`src/rtl/core/chip8_instruction_execute_macros.svh`:
```
// assertion macros for the chip-8 execute core
// no dependencies
`ifndef CHIP8_INSTRUCTION_EXECUTE_MACROS_SVH
`define CHIP8_INSTRUCTION_EXECUTE_MACROS_SVH
// property checked every clock outside reset
`define C8_ASSERT(lbl, clk, rst_n, prop, msg) \
    lbl: assert property (@(posedge clk) disable iff (!rst_n) (prop)) else $error(msg);
// property checked at every clock, reset included
`define C8_ASSERT_ALWAYS(lbl, clk, prop, msg) \
    lbl: assert property (@(posedge clk) (prop)) else $error(msg);
`endif

```
`src/rtl/core/c8_pkg.sv`:
```
// types and codes shared by the chip-8 execute core
// no dependencies
`default_nettype none
package c8_pkg;
    localparam logic [1:0] CMD_WRITE = 2'd0;
    localparam logic [1:0] CMD_EXEC  = 2'd1;
    localparam logic [1:0] CMD_PIXEL = 2'd2;
    localparam logic [1:0] CMD_NOP   = 2'd3;

    localparam logic [1:0] ST_OK    = 2'd0;
    localparam logic [1:0] ST_UNSUP = 2'd1;
    localparam logic [1:0] ST_OVER  = 2'd2;
    localparam logic [1:0] ST_UNDER = 2'd3;

    localparam logic [11:0] PC_RESET = 12'd512;

    typedef struct packed {
        logic [1:0]  command;
        logic [11:0] address;
        logic [7:0]  data;
        logic [5:0]  pixel_x;
        logic [4:0]  pixel_y;
        logic [7:0]  random_byte;
    } t_in_item;

    typedef struct packed {
        logic [11:0] program_counter;
        logic [11:0] index_value;
        logic [4:0]  stack_depth;
        logic [7:0]  flag_register;
        logic [1:0]  status;
        logic        pixel_value;
        logic [15:0] executed_opcode;
    } t_out_item;

    // alu operation codes for the shared byte unit
    localparam logic [3:0] ALU_MOV = 4'h0;
    localparam logic [3:0] ALU_OR  = 4'h1;
    localparam logic [3:0] ALU_AND = 4'h2;
    localparam logic [3:0] ALU_XOR = 4'h3;
    localparam logic [3:0] ALU_ADD = 4'h4;
    localparam logic [3:0] ALU_SUB = 4'h5;
    localparam logic [3:0] ALU_SHR = 4'h6;
    localparam logic [3:0] ALU_RSB = 4'h7;
    localparam logic [3:0] ALU_SHL = 4'hE;

    typedef struct packed {
        logic [7:0] value;
        logic       flag;
        logic       valid;
    } t_alu_res;
endpackage
`default_nettype wire

```
`src/rtl/core/c8_alu.sv`:
```
// shared byte arithmetic unit of the chip-8 core
// depends on c8_pkg
`default_nettype none
module c8_alu (
    input  wire logic [3:0] i_op,
    input  wire logic [7:0] i_a,
    input  wire logic [7:0] i_b,
    output c8_pkg::t_alu_res o_res
);
    logic [8:0] w_sum;
    logic [8:0] w_dif;
    logic [8:0] w_rdf;

    assign w_sum = {1'b0, i_a} + {1'b0, i_b};
    assign w_dif = {1'b0, i_a} - {1'b0, i_b};
    assign w_rdf = {1'b0, i_b} - {1'b0, i_a};

    // one operation per cycle, flag is carry, no-borrow or shifted-out bit
    always_comb begin
        o_res = '0;
        o_res.valid = 1'b1;
        unique case (i_op)
            c8_pkg::ALU_MOV: o_res.value = i_b;
            c8_pkg::ALU_OR:  o_res.value = i_a | i_b;
            c8_pkg::ALU_AND: o_res.value = i_a & i_b;
            c8_pkg::ALU_XOR: o_res.value = i_a ^ i_b;
            c8_pkg::ALU_ADD: begin
                o_res.value = w_sum[7:0];
                o_res.flag  = w_sum[8];
            end
            c8_pkg::ALU_SUB: begin
                o_res.value = w_dif[7:0];
                o_res.flag  = ~w_dif[8];
            end
            c8_pkg::ALU_SHR: begin
                o_res.value = {1'b0, i_a[7:1]};
                o_res.flag  = i_a[0];
            end
            c8_pkg::ALU_RSB: begin
                o_res.value = w_rdf[7:0];
                o_res.flag  = ~w_rdf[8];
            end
            c8_pkg::ALU_SHL: begin
                o_res.value = {i_a[6:0], 1'b0};
                o_res.flag  = i_a[7];
            end
            default: o_res.valid = 1'b0;
        endcase
    end
endmodule
`default_nettype wire

```
`config.mk`:
```
export PLATFORM = sky130hd
export DESIGN_NAME = c8_alu
export DESIGN_NICKNAME = d
export VERILOG_FILES = /design/src/rtl/core/chip8_instruction_execute_macros.svh /design/src/rtl/core/c8_pkg.sv /design/src/rtl/core/c8_alu.sv
export SDC_FILE = /design/constraint.sdc
export NUM_CORES = 1
export LEC_CHECK = 0
export ABC_AREA = 1
export BUFFER_PORTS_ARGS = -buffer_cell sky130_fd_sc_hd__clkbuf_2
export CAP_MARGIN = 20
export CELL_PAD_IN_SITES_DETAIL_PLACEMENT = 0
export CELL_PAD_IN_SITES_GLOBAL_PLACEMENT = 1
export CORE_MARGIN = 2
export CORE_UTILIZATION = 35
export DETAILED_ROUTE_END_ITERATION = 7
export PLACE_DENSITY = 0.85
export SLEW_MARGIN = 15
export SYNTH_ARGS = -nofsm -noshare
export SYNTH_HDL_FRONTEND = slang
export SYNTH_SLANG_ARGS = --single-unit
```
`constraint.sdc`:
```
create_clock -name vclk -period 1.9
set_clock_uncertainty 0.2 [all_clocks]
set_input_delay 0.095 -clock vclk [all_inputs]
set_output_delay 0.095 -clock vclk [all_outputs]
set_load 0.02 [all_outputs]
```
==> flow_summary.json, run 1 <==
{
  "run_status": "completed",
  "ys_types": 27,
  "detailedRoute.firstPassIterationCount": 5,
  "fmax_mhz": 550,
  "core_area_sq_um": 4790,
  "rsz_0062_raised_after_global_routing": "yes",
  "drt_iter0_markers": 279,
  "cp_data_arrival_time_ps": 1520,
  "ys_seq_area_share_pct": 0,
  "critical_path.max_fanout": 3,
  "area.sequential_sq_um": 0,
  "gr-usage-all-layers_pct": 22.5,
  "timing.critical_path.required_ps": 1600,
  "drt-total-wl_microns": 6390,
  "power-per-cell-area_nw_per_um2": 269,
  "num-clock-buffers": 0,
  "clock_power_share_pct": 0,
  "min-delay-path-class": "input port to output pin",
  "criticalPathCategory": "input port to output pin",
  "tightest_slew_ps": 461,
  "grt_pass1_wl_microns": 9990,
  "final_hold_viol_count": 0,
  "fin_nets": 460,
  "stdcell_count": 468,
  "syn_to_final_growth_pct": 51.1,
  "wire_per_inst_microns": 13.6,
  "yosys_warnings": 0,
  "place.detailed.instances": 466,
  "drc_errors": 0,
  "vdd_ir_drop_max_mv": 0.121,
  "setup_crit_end_kind": "output pin",
  "seq_power_share_pct": 0,
  "whs_ps": 391,
  "timing.final.max_slew_violations": 0,
  "dr_total_vias": 2390,
  "vias_in_the_first_global_route": 2163,
  "post_synth_instance_area_sq_um": 1760,
  "slew_headroom_pct": 69.2,
  "route.detailed.vias_per_inst": 5.11,
  "fp-row-count": 25,
  "grt_antenna_before_repair": 0,
  "design_power_total_w": 0.000713,
  "mappedNetlistNets": 375,
  "p_comb_share_pct": 100.0,
  "post_route_cells_drive_above_1_share_pct": 36.2,
  "hpwl_microns": 5110,
  "timing.max_cap.violations": 0,
  "worst_setup_path_start_kind": "input port",
  "gp_routability_congestion": 0.973,
  "static-leakage-power_nw": 1.41,
  "starting_utilization_of_the_core_area_pct": 36.7,
  "p_int_w": 0.000317,
  "timing.final.setup_violations": 0,
  "dieWidth_microns": 74.8,
  "total_switching_power_w": 0.000396,
  "final_min_period_over_clock_period_pct": 95.7,
  "grt_max_degree": 10,
  "share_of_total_power_consumed_by_net_switching_pct": 55.5,
  "avgSynthCellArea_sq_um": 5.52,
  "numSequentialCells": 0,
  "cts_hold_buf": 0,
  "antenna_cells_inserted": 0,
  "grt_remaining_overflow": 0,
  "ios": 30,
  "die_height_microns": 74.8,
  "placement.io_buffers": 30,
  "floorplan.die_area_sq_um": 5600,
  "number_of_instances_in_the_synthesized_netlist": 318,
  "post-route-util_pct": 55.5,
  "final_antenna_net_count": 0,
  "period_minus_slack_ps": 1820
}
## stage by stage
| stage | setup WS (ps) | instance area, sq um | setup TNS (ps) |
|---|---|---|---|
| detailed placement | -68.0 | 2380 | -316 |
| finish | 81.6 | 2650 | 0 |
| global placement | -81.2 | 2380 | -326 |
| CTS | -5.04 | 2460 | -5.04 |
| floorplan | 228 | 1760 | 0 |
| global route | -33.5 | 2650 | -88.4 |
## path summary, 6_finish.rpt
| check | from | to | slack [ps] | cells after the start |
|---|---|---|---|---|
| setup / recovery | i_b[0] | o_res[4] | 80 | 11 |
| hold / removal | i_op[3] | o_res[0] | 390 | 3 |
## layout by cell type (no fill, tap or decap), types with 3 or more instances in the layout
master	netlist	routed
clkbuf_2	0	21
inv_1	55	45
nand4_1	8	8
nor2_1	22	17
nand2_1	89	84
o22ai_1	8	8
buf_6	0	4
o21ai_0	16	11
nand3_2	1	4
ha_4	0	9
fa_2	0	3
a21oi_1	16	12
nor2_2	4	7
inv_2	2	12
buf_4	4	60
ha_1	34	24
o21ai_1	0	3
a21oi_2	0	4
nor2_4	2	4
nand3_1	37	33
nand2_2	1	6
## layout make-up
type                            count  area [sq um]
Fill cell                         451          2130
Tap cell                           67          83.8
Multi-Input combinational cell    255          1730
Inverter                           58           218
Timing Repair Buffer               88           624
## synth_stat cells
| cell type | number | area, sq um |
|---|---|---|
| nand3_1 | 37 | 185 |
| ha_1 | 34 | 425 |
| nand2_2 | 1 | 6.26 |
| nand2_1 | 89 | 334 |
| nand3b_1 | 1 | 7.51 |
| o21bai_1 | 2 | 15.0 |
| buf_4 | 4 | 30.0 |
| o211ai_1 | 2 | 15.0 |
| or2_1 | 1 | 6.26 |
| nor2_1 | 22 | 82.6 |
| fa_1 | 3 | 60.1 |
| and2_1 | 2 | 12.5 |
| nor3b_1 | 1 | 7.51 |
| inv_1 | 55 | 206 |
| nand4_1 | 8 | 50.1 |
| buf_2 | 1 | 5.00 |
| o22ai_1 | 8 | 50.1 |
| inv_2 | 2 | 7.51 |
| or2_2 | 1 | 6.26 |
| nor2_4 | 2 | 22.5 |
| nand3_2 | 1 | 10.0 |
| a31oi_1 | 2 | 12.5 |
| a21oi_1 | 16 | 80.1 |
| clkinv_1 | 1 | 3.75 |
| o21ai_0 | 16 | 80.1 |
| nor2_2 | 4 | 25.0 |
| nor3_1 | 2 | 10.0 |
## critical path, cell delays in order
cell and delay (ps):
buf_6 100, inv_2 50, ha_4 170, fa_2 420
inv_2 80, nand2_1 60, nand3_2 90, o21ai_2 60
a21oi_2 120, nand3_1 110, buf_4 170
## kinds of logic (layout without fill, tap and decap cells)
kind of cell	Yosys count	after routing	synth area share [%]
fa+ha+maj	37	37	27.6
compound gates	46	46	14.4
buf+inv	63	146	14.4
simple gates	172	172	43.6
## per-layer routing
layer | up-vias | track usage (%) | wire [microns]
met3 | 4 | 0.669 | 420
met4 | 0 | 1.98 | 32
met5 | - | 0 | 0
met1 | 1106 | 32.4 | 2870
met2 | 87 | 38.9 | 3060
li1 | 1193 | - | -
## power groups by stage
stage / registers (W) / logic, W / clock network (W)
2_1_floorplan: 0 / 0.000332 / 0
3_3_place_gp: 0 / 0.000593 / 0
3_5_place_dp: 0 / 0.000597 / 0
4_1_cts: 0 / 0.000629 / 0
5_1_grt: 0 / 0.000783 / 0
6_report: 0 / 0.000713 / 0
## repair_timing
| item | in CTS | in global routing |
|---|---|---|
| setup endpoints to repair | 6 | 8 |
| gates cloned | 0 | 0 |
| buffers inserted | 1 | 1 |
| pin swaps | 0 | 14 |
| gates resized for setup | 17 | 64 |
Note: power is estimated with default switching activity, not from simulation.
==> inputs of run 2 (changes only) <==
--- a/config.mk
+++ b/config.mk
@@ -11,10 +11,10 @@
 export CELL_PAD_IN_SITES_DETAIL_PLACEMENT = 0
 export CELL_PAD_IN_SITES_GLOBAL_PLACEMENT = 1
 export CORE_MARGIN = 2
-export CORE_UTILIZATION = 35
+export CORE_UTILIZATION = 30
 export DETAILED_ROUTE_END_ITERATION = 7
-export PLACE_DENSITY = 0.85
-export SLEW_MARGIN = 15
+export PLACE_DENSITY = 0.76
+export SLEW_MARGIN = 10
 export SYNTH_ARGS = -nofsm -noshare
 export SYNTH_HDL_FRONTEND = slang
 export SYNTH_SLANG_ARGS = --single-unit
==> flow_summary.json, run 2 (synthesis results as in run 1) <==
{
  "design_power_total_w": 0.000689,
  "drt-total-wl_microns": 6290,
  "drc_errors": 0,
  "cts_hold_buf": 0,
  "starting_utilization_of_the_core_area_pct": 31.5,
  "core_area_sq_um": 5570,
  "numSequentialCells": 0,
  "min-delay-path-class": "input port to output pin",
  "ios": 30,
  "fillerInstances": 591,
  "final_antenna_net_count": 0,
  "layout_common_cells": "85 x nand2_1, 63 x buf_4, 49 x inv_1, 31 x nand3_1, 24 x ha_1",
  "tightest_slew_ps": 467,
  "grt_remaining_overflow": 0,
  "placement.io_buffers": 30,
  "final_design_area_no_fill_sq_um": 2640,
  "vias_in_the_first_global_route": 2141,
  "fp-row-count": 27,
  "cp_num_buf_inv": 4,
  "rsz_0062_raised_after_global_routing": "yes",
  "critical_path.max_fanout": 3,
  "fin_nets": 461,
  "fin_tns_setup_ps": 0,
  "criticalPathCategory": "input port to output pin",
  "gp_routability_congestion": 0.923,
  "dieWidth_microns": 80.5,
  "detailedRoute.firstPassIterationCount": 4,
  "timing.critical_path.max_delay_family": "adder cells",
  "syn_to_final_growth_pct": 50.1,
  "wire_per_inst_microns": 13.3,
  "floorplan.die_area_sq_um": 6480,
  "critical_path.most_common_cell": "inv_2",
  "gr-usage-all-layers_pct": 19.6,
  "post-route-util_pct": 47.3,
  "antenna_cells_inserted": 0,
  "grt_antenna_before_repair": 0,
  "timing.final.max_slew_violations": 0,
  "cp_data_arrival_time_ps": 1550,
  "static-leakage-power_nw": 1.41,
  "drt_iter0_markers": 241,
  "setup_crit_end_kind": "output pin",
  "vdd_ir_drop_max_mv": 0.107,
  "timing.critical_path.required_ps": 1600,
  "post_route_cells_drive_above_1_share_pct": 34.8,
  "critical_path.slowest_cell": "fa_2",
  "run_status": "completed",
  "critical_path.cell_chain": "buf_4 > inv_2 > ha_4 > fa_2 > inv_2 > nand2_1 > nand3_2 > o21ai_2 > a21oi_2 > nand3_1 > buf_6",
  "fmax_mhz": 542,
  "route.detailed.vias_per_inst": 4.77,
  "grt_max_degree": 10,
  "dr_total_vias": 2259,
  "num-clock-buffers": 0,
  "final_hold_viol_count": 0,
  "slew_headroom_pct": 68.9,
  "die_height_microns": 80.5,
  "timing.final.setup_violations": 0,
  "layout.cells.most_common": "nand2_1",
  "area.sequential_sq_um": 0,
  "worst_path_largest_cell_delay_ps": 420,
  "grt_pass1_wl_microns": 10200,
  "timing.max_cap.violations": 0,
  "worst_setup_path_start_kind": "input port",
  "period_minus_slack_ps": 1850,
  "power-per-cell-area_nw_per_um2": 261,
  "hpwl_microns": 5170,
  "placed_area_sq_um": 2370,
  "final_min_period_over_clock_period_pct": 97.2
}
run 2: cell count changes in the layout (fill, tap and decap cells not counted), moves of 3 or more:
cell,change
nand3_2,+3
buf_4,+3
inv_1,+4
inv_2,-4
run 2: power breakdown:
part	total, W	switching [W]	internal [W]	leakage [nW]
clock network	0	0	0	0
logic	0.000689	0.000381	0.000308	1.41
registers	0	0	0	0
run 2: path summary, 6_finish.rpt:
path	startpoint	end	slack, ps	cells past startpoint
hold / removal	i_op[3]	o_res[0]	400	3
setup / recovery	i_b[0]	o_res[4]	50	11
run 2: repair_timing:
item,4_1_cts,5_1_grt
gates resized for setup,15,54
pin swaps,1,12
setup endpoints to repair,5,7
buffers inserted,1,3
run 2: metal layers:
metal  global-route usage, %  wire [microns]
met5                       0               0
met4                   0.847              31
met3                   0.112             369
met2                    34.6            3000
met1                    28.1            2890
run 2: through the flow:
stage | setup WS (ps) | instances | hold slack (ps)
6_report | 53.5 | 474 | 397
3_5_place_dp | -97.9 | 470 | 399
5_1_grt | -34.4 | 474 | 421
4_1_cts | -3.66 | 471 | 400
3_3_place_gp | -72.4 | 470 | 388
2_1_floorplan | 228 | 318 | 200
run 2: layout make-up:
cell class         instances  area, sq um  share of cell area [%]
inverters                 58          218                    8.26
repair buffers            89          622                    23.6
multi-input cells        255         1710                    64.7
well taps                 72         90.1                    3.42
